$ cat config.mk
export PLATFORM = sky130hd
export DESIGN_NAME = greedy_word_wrap_flat
export DESIGN_NICKNAME = d
export VERILOG_FILES = /design/src/sv/gww_pkg.sv /design/src/sv/gww_if.sv /design/src/sv/greedy_word_wrap.sv /design/src/flat_wrapper.sv
export VERILOG_INCLUDE_DIRS = /design/src /design/src/sv
export SDC_FILE = /design/constraint.sdc
export NUM_CORES = 1
export LEC_CHECK = 0
export CORE_AREA = 2 2 186 188
export DETAILED_ROUTE_END_ITERATION = 16
export DIE_AREA = 0 0 188 190
export DONT_BUFFER_PORTS = 1
export PLACE_DENSITY = 0.63
export RECOVER_POWER = 50
export SKIP_CTS_REPAIR_TIMING = 1
export SYNTH_ARGS = -nofsm -noshare
export SYNTH_HDL_FRONTEND = slang
export SYNTH_SLANG_ARGS = --single-unit
$ cat constraint.sdc
create_clock -name clk_i -period 3.6 [get_ports clk_i]
set_clock_uncertainty 0.05 [all_clocks]
set_input_delay 0.36 -clock clk_i [delete_from_list [all_inputs] [get_ports clk_i]]
set_output_delay 0.36 -clock clk_i [all_outputs]
set_load 0.02 [all_outputs]
$ cat src/sv/greedy_word_wrap_macros.svh
// Assertion macros for the greedy word wrap block.
// Included by the top level; no other dependencies.
`ifndef GREEDY_WORD_WRAP_MACROS_SVH
`define GREEDY_WORD_WRAP_MACROS_SVH

`ifndef SYNTHESIS
// Check a property every clock edge outside reset
`define GWW_ASSERT(lbl, clk, rstn, prop, msg) \
  lbl: assert property (@(posedge clk) disable iff (!rstn) (prop)) else $error(msg);
// Check a property every clock edge, reset included
`define GWW_ASSERT_ALWAYS(lbl, clk, prop, msg) \
  lbl: assert property (@(posedge clk) (prop)) else $error(msg);
`else
`define GWW_ASSERT(lbl, clk, rstn, prop, msg)
`define GWW_ASSERT_ALWAYS(lbl, clk, prop, msg)
`endif

`endif

$ cat src/sv/gww_pkg.sv
// Shared types and constants for the greedy word wrap block.
// No dependencies.
package gww_pkg;

  localparam int unsigned MaxWord      = 32;
  localparam logic [7:0]  SpaceChar    = 8'h20;
  localparam logic [7:0]  LineSat      = 8'hFF;
  localparam logic [7:0]  WidthDefault = 8'd40;

  typedef enum logic [2:0] {
    ST_IDLE,
    ST_DECIDE,
    ST_BREAK,
    ST_SPACE,
    ST_WORD,
    ST_FINISH
  } gww_state_e;

endpackage

$ cat src/sv/gww_if.sv
// Valid/ready stream interfaces for the text input and the wrapped output.
// No dependencies.
interface gww_in_if;
  logic       valid;
  logic       ready;
  logic [7:0] text_byte;
  logic       end_of_text;

  modport source (output valid, output text_byte, output end_of_text, input ready);
  modport sink   (input valid, input text_byte, input end_of_text, output ready);
endinterface

interface gww_out_if;
  logic       valid;
  logic       ready;
  logic [7:0] out_byte;
  logic       line_end;
  logic       word_truncated;
  logic       last;

  modport source (output valid, output out_byte, output line_end,
                  output word_truncated, output last, input ready);
  modport sink   (input valid, input out_byte, input line_end,
                  input word_truncated, input last, output ready);
endinterface

$ cat src/sv/greedy_word_wrap.sv
// Greedy word wrap top level: word buffer, line sequencer and output register.
// Depends on gww_pkg, gww_if.sv and greedy_word_wrap_macros.svh.
//
// Text enters one byte per transfer on text_i; wrapped lines leave on line_o as
// characters and line-end markers. A non-space byte, or a space that closes no
// word, is taken in idle and yields nothing. A space that closes a word, or end
// of text, holds text_i not ready through a decision state, then one result
// after another (separator or break, each stored character, and the final line end
// on end of text), as the word buffer is read back one entry per cycle into the
// output register unless the output stalls. The user must write line_width via
// cfg_we_i/cfg_wdata_i only while the block is idle; the block does not enforce it.
`include "greedy_word_wrap_macros.svh"

module greedy_word_wrap #(
  parameter int unsigned MAX_WORD = gww_pkg::MaxWord
) (
  input  logic       clk_i,
  input  logic       rst_ni,
  input  logic       cfg_we_i,
  input  logic [7:0] cfg_wdata_i,
  gww_in_if.sink     text_i,
  gww_out_if.source  line_o
);
  import gww_pkg::*;

  localparam int unsigned LenW = $clog2(MAX_WORD + 1);
  localparam int unsigned IdxW = (MAX_WORD > 1) ? $clog2(MAX_WORD) : 1;

  gww_state_e state_q, state_d;

  logic [LenW-1:0] wlen_q, wlen_d;
  logic [7:0]      llen_q, llen_d;
  logic            any_q, any_d;
  logic            ovf_q, ovf_d;
  logic            is_end_q, is_end_d;
  logic [7:0]      width_q;
  logic [IdxW-1:0] idx_q, idx_d;

  logic [7:0]      word_mem [MAX_WORD];
  logic [7:0]      rdata_q;

  logic            out_valid_q;
  logic [7:0]      out_byte_q;
  logic            out_end_q, out_trunc_q, out_last_q;

  // Result offered by the sequencer this cycle
  logic            emit;
  logic [7:0]      emit_byte;
  logic            emit_end, emit_trunc, emit_last;
  logic            slot_free, load;

  logic            in_xfer;
  logic            is_space;
  logic [8:0]      need;
  logic            too_long;
  logic            word_done;
  logic [7:0]      llen_inc;

  assign in_xfer   = text_i.valid && text_i.ready;
  assign is_space  = (text_i.text_byte == SpaceChar);
  assign slot_free = !out_valid_q || line_o.ready;
  assign load      = emit && slot_free;
  assign llen_inc  = (llen_q == LineSat) ? LineSat : llen_q + 8'd1;
  assign need      = {1'b0, llen_q} + 9'd1 + 9'(wlen_q);
  assign too_long  = need > {1'b0, width_q};
  assign word_done = (LenW'(idx_q) == wlen_q - LenW'(1));

  assign text_i.ready = (state_q == ST_IDLE);

  // Next state
  always_comb begin
    state_d = state_q;
    unique case (state_q)
      ST_IDLE: begin
        if (in_xfer && (text_i.end_of_text || (is_space && wlen_q != '0))) begin
          state_d = ST_DECIDE;
        end
      end
      ST_DECIDE: begin
        if (wlen_q == '0) begin
          state_d = ST_FINISH;
        end else if (llen_q != 8'd0 && too_long) begin
          state_d = ST_BREAK;
        end else if (llen_q != 8'd0) begin
          state_d = ST_SPACE;
        end else begin
          state_d = ST_WORD;
        end
      end
      ST_BREAK, ST_SPACE: begin
        if (load) begin
          state_d = ST_WORD;
        end
      end
      ST_WORD: begin
        if (load && word_done) begin
          state_d = is_end_q ? ST_FINISH : ST_IDLE;
        end
      end
      ST_FINISH: begin
        if (load || !emit) begin
          state_d = ST_IDLE;
        end
      end
      default: state_d = ST_IDLE;
    endcase
  end

  // Result selection and state updates
  always_comb begin
    emit       = 1'b0;
    emit_byte  = 8'd0;
    emit_end   = 1'b0;
    emit_trunc = 1'b0;
    emit_last  = 1'b0;
    wlen_d     = wlen_q;
    llen_d     = llen_q;
    any_d      = any_q;
    ovf_d      = ovf_q;
    is_end_d   = is_end_q;
    idx_d      = idx_q;
    unique case (state_q)
      ST_IDLE: begin
        if (in_xfer) begin
          is_end_d = text_i.end_of_text;
          if (!text_i.end_of_text && !is_space) begin
            if (wlen_q < LenW'(MAX_WORD)) begin
              wlen_d = wlen_q + LenW'(1);
            end else begin
              ovf_d = 1'b1;
            end
          end
        end
      end
      ST_DECIDE: begin
        idx_d = '0;
      end
      ST_BREAK: begin
        emit     = 1'b1;
        emit_end = 1'b1;
        if (load) begin
          llen_d = 8'd0;
          any_d  = 1'b1;
        end
      end
      ST_SPACE: begin
        emit      = 1'b1;
        emit_byte = SpaceChar;
        if (load) begin
          llen_d = llen_inc;
        end
      end
      ST_WORD: begin
        emit       = 1'b1;
        emit_byte  = rdata_q;
        emit_trunc = ovf_q;
        emit_last  = word_done && !is_end_q;
        if (load) begin
          llen_d = llen_inc;
          idx_d  = idx_q + IdxW'(1);
          if (word_done) begin
            wlen_d = '0;
            ovf_d  = 1'b0;
          end
        end
      end
      ST_FINISH: begin
        emit      = (llen_q != 8'd0) || !any_q;
        emit_end  = 1'b1;
        emit_last = 1'b1;
        if (load || !emit) begin
          wlen_d   = '0;
          llen_d   = 8'd0;
          any_d    = 1'b0;
          ovf_d    = 1'b0;
          is_end_d = 1'b0;
        end
      end
      default: ;
    endcase
  end

  // Sequencer and text state registers
  always_ff @(posedge clk_i or negedge rst_ni) begin
    if (!rst_ni) begin
      state_q  <= ST_IDLE;
      wlen_q   <= '0;
      llen_q   <= 8'd0;
      any_q    <= 1'b0;
      ovf_q    <= 1'b0;
      is_end_q <= 1'b0;
      idx_q    <= '0;
      width_q  <= WidthDefault;
    end else begin
      state_q  <= state_d;
      wlen_q   <= wlen_d;
      llen_q   <= llen_d;
      any_q    <= any_d;
      ovf_q    <= ovf_d;
      is_end_q <= is_end_d;
      idx_q    <= idx_d;
      if (cfg_we_i) begin
        width_q <= cfg_wdata_i;
      end
    end
  end

  // Word buffer: store characters, read the entry the sequencer moves to
  always_ff @(posedge clk_i) begin
    if (in_xfer && !text_i.end_of_text && !is_space && wlen_q < LenW'(MAX_WORD)) begin
      word_mem[wlen_q[IdxW-1:0]] <= text_i.text_byte;
    end
    rdata_q <= word_mem[idx_d];
  end

  // Output register: hold a result until its transfer
  always_ff @(posedge clk_i or negedge rst_ni) begin
    if (!rst_ni) begin
      out_valid_q <= 1'b0;
    end else if (slot_free) begin
      out_valid_q <= emit;
    end
  end

  always_ff @(posedge clk_i) begin
    if (load) begin
      out_byte_q  <= emit_byte;
      out_end_q   <= emit_end;
      out_trunc_q <= emit_trunc;
      out_last_q  <= emit_last;
    end
  end

  assign line_o.valid          = out_valid_q;
  assign line_o.out_byte       = out_byte_q;
  assign line_o.line_end       = out_end_q;
  assign line_o.word_truncated = out_trunc_q;
  assign line_o.last           = out_last_q;

  `GWW_ASSERT_ALWAYS(a_wlen_bound, clk_i, wlen_q <= LenW'(MAX_WORD), "word length over buffer size")
  `GWW_ASSERT(a_word_nonempty, clk_i, rst_ni, (state_q == ST_WORD) |-> (wlen_q != '0), "word stream with empty buffer")
  `GWW_ASSERT(a_end_clean, clk_i, rst_ni, (out_valid_q && out_end_q) |-> (out_byte_q == 8'd0 && !out_trunc_q), "line end carries data")
  `GWW_ASSERT(a_busy_no_input, clk_i, rst_ni, (state_q != ST_IDLE) |-> !text_i.ready, "input taken during flush")

endmodule
$ cat src/flat_wrapper.sv
// flat-port wrapper written by rule: the top's interface ports become plain ports
module greedy_word_wrap_flat import gww_pkg::*;
#(
  parameter int unsigned MAX_WORD = gww_pkg::MaxWord
)
  (clk_i, rst_ni, cfg_we_i, cfg_wdata_i, text_i_valid, text_i_text_byte, text_i_end_of_text, text_i_ready, line_o_valid, line_o_out_byte, line_o_line_end, line_o_word_truncated, line_o_last, line_o_ready);
  gww_in_if text_i_i ();
  gww_out_if line_o_i ();
  input  logic clk_i;
  input  logic rst_ni;
  input  logic cfg_we_i;
  input  logic [7:0] cfg_wdata_i;
  input wire logic [$bits(text_i_i.valid)-1:0] text_i_valid;
  input wire logic [$bits(text_i_i.text_byte)-1:0] text_i_text_byte;
  input wire logic [$bits(text_i_i.end_of_text)-1:0] text_i_end_of_text;
  output wire logic [$bits(text_i_i.ready)-1:0] text_i_ready;
  output wire logic [$bits(line_o_i.valid)-1:0] line_o_valid;
  output wire logic [$bits(line_o_i.out_byte)-1:0] line_o_out_byte;
  output wire logic [$bits(line_o_i.line_end)-1:0] line_o_line_end;
  output wire logic [$bits(line_o_i.word_truncated)-1:0] line_o_word_truncated;
  output wire logic [$bits(line_o_i.last)-1:0] line_o_last;
  input wire logic [$bits(line_o_i.ready)-1:0] line_o_ready;
  assign text_i_i.valid = text_i_valid;
  assign text_i_i.text_byte = text_i_text_byte;
  assign text_i_i.end_of_text = text_i_end_of_text;
  assign text_i_ready = text_i_i.ready;
  assign line_o_valid = line_o_i.valid;
  assign line_o_out_byte = line_o_i.out_byte;
  assign line_o_line_end = line_o_i.line_end;
  assign line_o_word_truncated = line_o_i.word_truncated;
  assign line_o_last = line_o_i.last;
  assign line_o_i.ready = line_o_ready;
  greedy_word_wrap #(.MAX_WORD(MAX_WORD)) u_core (.clk_i(clk_i), .rst_ni(rst_ni), .cfg_we_i(cfg_we_i), .cfg_wdata_i(cfg_wdata_i), .text_i(text_i_i), .line_o(line_o_i));
endmodule
==> qor.yml, run 1 <==
worstHoldStart: "text_i_end_of_text"
cap_violations: 9
rsz0062_at_grt: "no"
syn_to_final_growth_pct: 14.1
start_util_pct: 39.1
drt-vias-per-instance: 5.54
die_w_um: 188
yosys.area_share.adder_pct: 2.13
vdd_drop_max_v: 0.000498
drt.antenna.violating_nets: 0
dieArea_mm2: 0.0357
slew_violations: 298
yosys.area.top_type_share_pct: 60.5
ff2ff_path_depth: 14
antenna_found_initial: 2
rrSetupSlack_ps: 350
synth_area_leaders: "edfxtp_1 (60%), dfrtp_1 (6.0%), mux2i_1 (3.8%), nand2_1 (3.6%), a21oi_1 (3.5%)"
layout.cells.non_filler: 1533
max_stage_delay_ps: 460
synth_compound_area_share_pct: 12.1
swShare_pct: 36.5
ctsHtreeMaxLevel: 1
layout.cells.most_common: "edfxtp_1"
syn_inst: 992
core_mm2: 0.0339
cts.path.max_buffers: 3
worst_slack_ps: 351
synth_top_family_by_area: "compound AO/OA/AOI/OAI gates"
post-place-ws_ps: 440
powerDensity_mw_per_mm2: 761
synthXorXnorAreaFrac_pct: 0.594
p_sw_mw: 4.20
combPwrFrac_pct: 34.4
grt_util_met2_pct: 29.3
crit_slowest_cell: "fa_1"
clockPowerShare_pct: 26.6
setup_viol: 0
min_to: "u_core.wlen_q[0]$_DFFE_PN0P_"
ios: 35
dp.cells: 1449
via_count: 8488
p_int_mw: 7.31
grt.total_usage_pct: 17.7
async_flop_share_pct: 11.0
place_area_mm2: 0.0140
grt_util_met1_pct: 23.9
clock_sink_count: 309
r2r-end: "u_core.state_q[0]$_DFFE_PN0P_"
period_minus_slack_ps: 3250
synth-edff-count: 267
worst-slew-pin-transition_ps: 1980
finalNetCount: 1093
syn_avg_cell_area_um2: 13.4
drive_above_1_share_pct: 11.9
drt_wl_total_mm: 32.7
synth_nets: 1036
cp-end-kind: "flip-flop"
numCtsBuffers: 31
io_buffers: 0
design_area_mm2: 0.0151
failed_checks: "capacitance limit, slew limit"
hold_viol: 0
fmax_mhz: 308
yosysUniqueCellTypes: 65
grt_pass1_vias: 8158
yosys_most_used_dff: "edfxtp_1"
synth_area_mm2: 0.0133
yosysSeqAreaShare_pct: 68.1
synth-seq-cells: 309
drt_iter0_drc: 779
relSlewSlack_pct: -31.7
timing.final.crit_share_pct: 90.2
yosys.area_share.simple_pct: 10.1
criticalPathCategory: "reg -> reg"
synth_mux_area_share_pct: 4.06
yosys_warnings: 0
routedWlPerCell_um: 21.3
synth_area_leader_cell: "edfxtp_1"
leakage_nw: 5.18
grt_overflow: 0
gp_congestion: 0.863
p_seq_share_pct: 39.0
arrival_ps: 3660
first_pass_iters: 5
setup-tns-final_ps: 0
dp.final_hpwl_mm: 19.8
die-height_um: 190
reg2reg_from: "u_core.llen_q[0]$_DFFE_PN0P_"
worst_setup_path_start_kind: "flip-flop"
status: "complete, but fails checks"
cp.required_ps: 4010
path_cells: "inv_1 -> ha_1 -> inv_1 -> fa_1 -> a21oi_1 -> o21ai_0 -> o21a_1 -> nor2_1 -> xnor2_1 -> ha_1 -> a2111o_1 -> a31oi_1 -> o211ai_1 -> o311ai_1"
grt_max_degree: 80
cts_tree: "done"
clk_pin_slew_worst_paths_ps: 60
cts.root.buffer_cell: "clkbuf_16"
worst-path-max-fanout: 4
std_cell_rows: 68
drc: 0
worstSkewPairLatency_ps: 590
worstHoldPathCells: 4
met3_usage_pct: 2.51
grt.busiest_layer: "met2"
grt_pass1_wl_mm: 48.5
final_cell_mix: "edfxtp_1 (267), nand2_1 (126), a21oi_1 (92)"
hold_path.class: "in -> reg"
-- synthesized netlist by cell type, drive strengths merged, types with 2 or more instances --
cell and n:
a211oi 6, a21boi 2, a21o 2, a21oi 92, a221oi 48, a22oi 3, a311oi 2, a31oi 5
a32oi 15, a41oi 2, and2 14, and3 3, buf 33, clkbuf 22, dfrtp 32, dfstp 2
dfxtp 8, edfxtp 267, ha 21, inv 24, mux2 3, mux2i 50, nand2 126, nand2b 8
nand3 20, nand4 10, nor2 66, nor2b 7, nor3 8, nor3b 3, nor4 10, o211ai 7
o21a 4, o21ai 28, o22ai 4, o311ai 2, o31ai 4, or3 7, or3b 3, xnor2 7
xor2 2
-- sequential cells by signal, indices dropped and copies added, names as in the netlist, 3 cells and up --
signal	cells
u_core.rdata_q	8
u_core.state_q	3
u_core.wlen_q	6
u_core.idx_q	5
u_core.line_o.out_byte	8
u_core.llen_q	8
u_core.width_q	8
u_core.word_mem	256
-- critical path: cells and delay by family, from the launching register on --
family / cells / cell delay [ps]
flip-flops: 1 / 400
AO/OA/AOI/OAI: 7 / 1290
adder cells (fa/ha/maj): 3 / 1000
AND/OR/NAND/NOR: 1 / 110
buffers and inverters: 2 / 200
XOR/XNOR: 1 / 80
-- area by class of cell --
class	instances	area, µm²
Fill cell	3020	18800
Timing Repair Buffer	79	626
Clock buffer	46	883
Clock inverter	12	81.3
Inverter	24	92.6
Multi-Input combinational cell	604	3830
Sequential cell	309	9030
Tap cell	455	569
Antenna cell	4	10.0
-- power groups by stage --
stage	clock network [mW]	registers (mW)	logic, mW
6_report	3.07	4.49	3.96
5_1_grt	3.27	4.51	4.34
4_1_cts	3.13	4.49	3.91
3_5_place_dp	0	4.56	3.89
3_3_place_gp	0	4.56	3.83
2_1_floorplan	0	4.44	2.90
-- cells by family after synthesis --
kind of cell    Yosys count
mux                      53
simple gates            287
flops                   309
xor+xnor                  9
buf+inv                  79
fa+ha+maj                22
compound gates          233
-- metrics by stage --
stage,util (%),power (mW),hold WS (ps)
6_report,44.6,11.5,118
5_1_grt,44.6,12.1,179
3_5_place_dp,41.3,8.45,16.1
3_3_place_gp,41.3,8.39,16.3
2_1_floorplan,-,7.35,14.4
4_1_cts,44.1,11.5,-611
-- routing by layer --
layer,wire (µm),vias to the layer above
li1,-,3906
met3,1960,62
met2,15700,290
met1,14000,4230
met4,1030,0
met5,0,-
-- worst max-delay path by stage --
stage | startpoint | depth (start not counted) | endpoint
4_1_cts | u_core.llen_q[0]$_DFFE_PN0P_ | 14 | u_core.state_q[0]$_DFFE_PN0P_
2_1_floorplan | u_core.wlen_q[0]$_DFFE_PN0P_ | 15 | u_core.state_q[0]$_DFFE_PN0P_
3_3_place_gp | u_core.llen_q[0]$_DFFE_PN0P_ | 14 | u_core.state_q[0]$_DFFE_PN0P_
3_5_place_dp | u_core.llen_q[0]$_DFFE_PN0P_ | 14 | u_core.state_q[0]$_DFFE_PN0P_
6_report | u_core.llen_q[0]$_DFFE_PN0P_ | 14 | u_core.state_q[0]$_DFFE_PN0P_
5_1_grt | u_core.llen_q[0]$_DFFE_PN0P_ | 14 | u_core.state_q[0]$_DFFE_PN0P_
No activity file was read; power rests on OpenSTA's default activity.
==> inputs of run 2 (changes only) <==
--- a/config.mk
+++ b/config.mk
@@ -6,11 +6,13 @@
 export SDC_FILE = /design/constraint.sdc
 export NUM_CORES = 1
 export LEC_CHECK = 0
+export CELL_PAD_IN_SITES_DETAIL_PLACEMENT = 0
+export CELL_PAD_IN_SITES_GLOBAL_PLACEMENT = 1
 export CORE_AREA = 2 2 186 188
 export DETAILED_ROUTE_END_ITERATION = 16
 export DIE_AREA = 0 0 188 190
 export DONT_BUFFER_PORTS = 1
-export PLACE_DENSITY = 0.63
+export PLACE_DENSITY = 0.71
 export RECOVER_POWER = 50
 export SKIP_CTS_REPAIR_TIMING = 1
 export SYNTH_ARGS = -nofsm -noshare
==> run 2 against run 1 <==
The flow still finishes with violations (capacitance limit, slew limit). Power increased by 3.0%. Sequential share of layout area shrank 0.35 points. Core utilization up 0.26 points. Clock-buffer cell count grew 3. Clock power increased by 11%. Register-to-register slack gained 20 ps. Final cell count fell by 0.39%. Maximum frequency is 0.64% higher. Critical path type unchanged. Largest cell class unchanged. Highest routed layer is now met5.
==> qor.yml, run 2 (synthesized netlist as in run 1, its figures left out) <==
place_area_mm2: 0.0140
antenna_found_initial: 3
timing.final.crit_share_pct: 89.7
combPwrFrac_pct: 33.2
rsz0062_at_grt: "no"
setup_viol: 0
fin_hold_ws_ps: 4.99
fmax_mhz: 310
setup-tns-final_ps: 0
grt_overflow: 0
failed_checks: "capacitance limit, slew limit"
ios: 35
grt_pass1_vias: 7959
via_count: 8402
clockPowerShare_pct: 28.9
std_cell_rows: 68
p_seq_share_pct: 38.0
cts.root.buffer_cell: "clkbuf_16"
numCtsBuffers: 34
status: "complete, but fails checks"
worst_slack_ps: 372
grt.total_usage_pct: 17.6
drc: 0
hold_viol: 0
first_pass_iters: 7
worst-path-max-fanout: 4
drive_above_1_share_pct: 11.6
clk_pin_slew_worst_paths_ps: 60
p_int_mw: 7.60
die-height_um: 190
drt-vias-per-instance: 5.50
clock_sink_count: 309
dp.final_hpwl_mm: 19.8
cp.required_ps: 3960
gp_congestion: 0.846
grt_max_degree: 80
swShare_pct: 35.9
final_cell_mix: "edfxtp_1 (267), nand2_1 (126), a21oi_1 (92)"
leakage_nw: 5.22
cts.path.max_buffers: 3
p_sw_mw: 4.25
dp.cells: 1445
drt_wl_total_mm: 32.6
start_util_pct: 39.1
vdd_drop_max_v: 0.000550
die_w_um: 188
worstSkewPairLatency_ps: 520
worst_setup_path_start_kind: "flip-flop"
io_buffers: 0
drt.antenna.violating_nets: 0
criticalPathCategory: "reg -> reg"
grt_pass1_wl_mm: 48.1
syn_to_final_growth_pct: 14.7
layout.cells.non_filler: 1527
arrival_ps: 3580
dieArea_mm2: 0.0357
layout.cells.most_common: "edfxtp_1"
period_minus_slack_ps: 3230
routedWlPerCell_um: 21.4
hold_path.class: "in -> reg"
core_mm2: 0.0339
slew_violations: 233
cap_violations: 7
worst-slew-pin-transition_ps: 2000
largest_reg_flops: 256
powerDensity_mw_per_mm2: 779
relSlewSlack_pct: -33.2
design_area_mm2: 0.0152
cp-end-kind: "flip-flop"
ctsHtreeMaxLevel: 2
post-place-ws_ps: 389
cts_tree: "done"
finalNetCount: 1090
drt_iter0_drc: 777
run 2: cell count changes in the layout (fill, tap and decap cells not counted), moves of 2 or more:
cell / before / now
buf_4: 53 / 48
bufinv_16: 0 / 3
clkbuf_16: 32 / 35
clkinv_2: 6 / 3
diode_2: 4 / 1
clkbuf_1: 21 / 23
clkbuf_8: 3 / 1
clkinv_8: 0 / 2
clkinvlp_4: 2 / 0
dlygate4sd3_1: 13 / 11
run 2: stage by stage:
| step | power [mW] | util, % |
|---|---|---|
| after CTS | 11.9 | 44.4 |
| final | 11.9 | 44.8 |
| after global placement | 8.42 | 41.2 |
| after global routing | 12.5 | 44.8 |
| after detailed placement | 8.43 | 41.2 |
| after floorplan | 7.35 | - |
run 2: path summary, 6_finish.rpt:
check | from | to | slack (ps) | cells past startpoint
max | u_core.llen_q[0]$_DFFE_PN0P_ | u_core.state_q[0]$_DFFE_PN0P_ | 370 | 14
min | text_i_valid | u_core.is_end_q$_DFFE_PN0P_ | 5 | 3
max reg2reg | u_core.llen_q[0]$_DFFE_PN0P_ | u_core.state_q[0]$_DFFE_PN0P_ | 370 | 14
min reg2reg | u_core.width_q[3]$_DFFE_PN1P_ | u_core.width_q[3]$_DFFE_PN1P_ | 480 | 2
max in group asynchronous | rst_ni | u_core.idx_q[0]$_DFF_PN0_ | 1410 | 2
min in group asynchronous | rst_ni | u_core.llen_q[2]$_DFFE_PN0P_ | 950 | 2
run 2: power groups by stage:
stage	Combinational, mW	Clock (mW)	Sequential (mW)
floorplan	2.90	0	4.44
global placement	3.85	0	4.57
detailed placement	3.85	0	4.58
CTS	3.87	3.48	4.50
global route	4.31	3.63	4.54
finish	3.93	3.42	4.50
run 2: cell type report:
class,instances,area [µm²]
diodes,1,2.50
clock buffers,49,938
clock inverters,12,160
fillers,2998,18700
inverters,24,92.6
multi-input cells,604,3830
flip-flops and latches,309,9030
well taps,455,569
repair buffers,73,588
run 2: routing by layer:
| metal | share of wire (%) | GRT usage (%) | up-vias |
|---|---|---|---|
| li1 | - | - | 3905 |
| met1 | 46 | 25.5 | 4191 |
| met2 | 46 | 27.6 | 247 |
| met3 | 5.8 | 2.43 | 55 |
| met4 | 2.5 | 5.33 | 4 |
| met5 | 0.074 | 0 | - |
run 2: critical path, stage by stage, from the launching register on:
cell,delay (ps)
dfrtp_1,410
inv_1,140
ha_1,190
inv_1,60
fa_1,450
a21oi_1,190
o21ai_0,140
o21a_1,200
nor2_1,110
xnor2_1,80
ha_1,340
a2111o_1,370
a31oi_1,170
o211ai_1,140
o311ai_1,90
==> inputs of run 3 (changes only) <==
--- a/config.mk
+++ b/config.mk
@@ -6,13 +6,13 @@
 export SDC_FILE = /design/constraint.sdc
 export NUM_CORES = 1
 export LEC_CHECK = 0
-export CELL_PAD_IN_SITES_DETAIL_PLACEMENT = 0
+export CELL_PAD_IN_SITES_DETAIL_PLACEMENT = 1
 export CELL_PAD_IN_SITES_GLOBAL_PLACEMENT = 1
-export CORE_AREA = 2 2 186 188
+export CORE_AREA = 2 2 183 185
 export DETAILED_ROUTE_END_ITERATION = 16
-export DIE_AREA = 0 0 188 190
+export DIE_AREA = 0 0 185 187
 export DONT_BUFFER_PORTS = 1
-export PLACE_DENSITY = 0.71
+export PLACE_DENSITY = 0.72
 export RECOVER_POWER = 50
 export SKIP_CTS_REPAIR_TIMING = 1
 export SYNTH_ARGS = -nofsm -noshare
==> run 3 against run 2 <==
The flow finishes with violations (hold timing, capacitance limit, slew limit). Via count up 3.1%. Power up 1.6%. First-iteration DRC count up 16%. Critical path type unchanged. Clock power down 1%. Maximum frequency down 2.9%. Cell area up 0.29%. Final cell count up 0.33%. Global-route usage up 3.0 points. Die area down 3.1%. Non-clock buffer count up 9.
==> qor.yml, run 3 (synthesized netlist as in run 1, its figures left out) <==
powerDensity_mw_per_mm2: 789
setup-tns-final_ps: 0
failed_checks: "hold timing, capacitance limit, slew limit"
gp_congestion: 0.786
largest_reg_flops: 256
cts.root.buffer_cell: "clkbuf_16"
hold_viol: 1
drive_above_1_share_pct: 12.3
final_cell_mix: "edfxtp_1 (267), nand2_1 (126), a21oi_1 (92)"
finalNetCount: 1100
io_buffers: 0
status: "complete, but fails checks"
fmax_mhz: 301
reg2reg_from: "u_core.llen_q[0]$_DFFE_PN0P_"
grt_util_met1_pct: 29.3
startpoint: "u_core.llen_q[0]$_DFFE_PN0P_"
cp.required_ps: 3980
r2r-end: "u_core.state_q[0]$_DFFE_PN0P_"
layout.cells.non_filler: 1532
met3_usage_pct: 3.37
combPwrFrac_pct: 34.5
std_cell_rows: 67
worstSkewPairLatency_ps: 530
cts.path.max_buffers: 3
p_sw_mw: 4.42
cap_violations: 9
grt_pass1_wl_mm: 53.4
grt_overflow: 0
clock_sink_count: 309
leakage_nw: 5.25
syn_to_final_growth_pct: 15.1
routedWlPerCell_um: 23.7
fin_hold_ws_ps: -11.9
setup_viol: 0
start_util_pct: 40.4
antenna_found_initial: 5
dieArea_mm2: 0.0346
grt_max_degree: 56
timing.final.crit_share_pct: 92.4
endpoint: "u_core.state_q[0]$_DFFE_PN0P_"
drt_iter0_drc: 901
grt.total_usage_pct: 20.6
drt_wl_total_mm: 36.4
slew_violations: 299
cts_tree: "done"
dp.cells: 1447
layout.cells.most_common: "edfxtp_1"
relSlewSlack_pct: -32.4
drc: 0
clockPowerShare_pct: 28.1
via_count: 8662
core_mm2: 0.0329
worst-slew-pin-transition_ps: 1990
p_int_mw: 7.62
swShare_pct: 36.7
clk_pin_slew_worst_paths_ps: 60
grt.busiest_layer: "met2"
rsz0062_at_grt: "no"
drt-vias-per-instance: 5.65
hold_path.class: "in -> reg"
ff2ff_path_depth: 14
p_seq_share_pct: 37.4
criticalPathCategory: "reg -> reg"
rrSetupSlack_ps: 270
drt.antenna.violating_nets: 0
cp-end-kind: "flip-flop"
worst_setup_path_start_kind: "flip-flop"
ctsHtreeMaxLevel: 2
vdd_drop_max_v: 0.000446
worst-path-max-fanout: 4
grt_pass1_vias: 8772
arrival_ps: 3700
dp.final_hpwl_mm: 22.8
die-height_um: 187
first_pass_iters: 5
numCtsBuffers: 35
ios: 35
die_w_um: 185
grt_util_met2_pct: 32.2
worstHoldStart: "text_i_valid"
period_minus_slack_ps: 3330
-- run 3: how the worst min path moves through the flow --
stage	slack, ps	cells past startpoint	endpoint
2_1_floorplan	10	0	u_core.any_q$_DFFE_PN0P_
3_5_place_dp	20	0	u_core.width_q[7]$_DFFE_PN0P_
5_1_grt	20	3	u_core.is_end_q$_DFFE_PN0P_
4_1_cts	-540	0	u_core.ovf_q$_DFFE_PN0P_
3_3_place_gp	20	0	u_core.width_q[0]$_DFFE_PN0P_
6_report	-10	3	u_core.is_end_q$_DFFE_PN0P_
-- run 3: metrics by stage --
stage	setup slack, ps	power [mW]	utilization (%)	cell area (µm²)
2_1_floorplan	488	7.35	-	13300
3_3_place_gp	402	8.53	42.7	14000
3_5_place_dp	300	8.66	42.7	14000
4_1_cts	271	12.1	46.0	15100
5_1_grt	69.4	12.6	46.4	15300
6_report	274	12.0	46.4	15300
-- run 3: power groups by stage --
stage / clock (mW) / sequential, mW / combinational, mW
after floorplan: 0 / 4.44 / 2.90
after global placement: 0 / 4.56 / 3.96
after detailed placement: 0 / 4.58 / 4.08
after CTS: 3.45 / 4.50 / 4.12
after global routing: 3.56 / 4.54 / 4.54
final: 3.38 / 4.50 / 4.15
-- run 3: routing by layer --
layer,vias up,routed length (µm)
li1,3916,-
met1,4426,15800
met2,243,17300
met3,75,2120
met4,2,1120
met5,-,18
-- run 3: worst max-delay path, cell delays in order, from the launching register on --
cell and delay [ps]:
dfrtp_1 410, inv_1 150, ha_1 190, inv_1 60, fa_1 450, a21oi_1 210
o21ai_0 170, o21a_1 210, nor2_1 120, xnor2_1 80, ha_1 340, a2111o_1 370
a31oi_1 160, o211ai_1 140, o311ai_1 100
-- run 3: final cells by class --
cell class                      count  area, µm²
Antenna cell                        4       10.0
Inverter                           24       92.6
Timing Repair Buffer               82        656
Clock inverter                     21        181
Multi-Input combinational cell    604       3830
Sequential cell                   309       9030
Fill cell                        3371      17600
Tap cell                          448        561
Clock buffer                       40        895
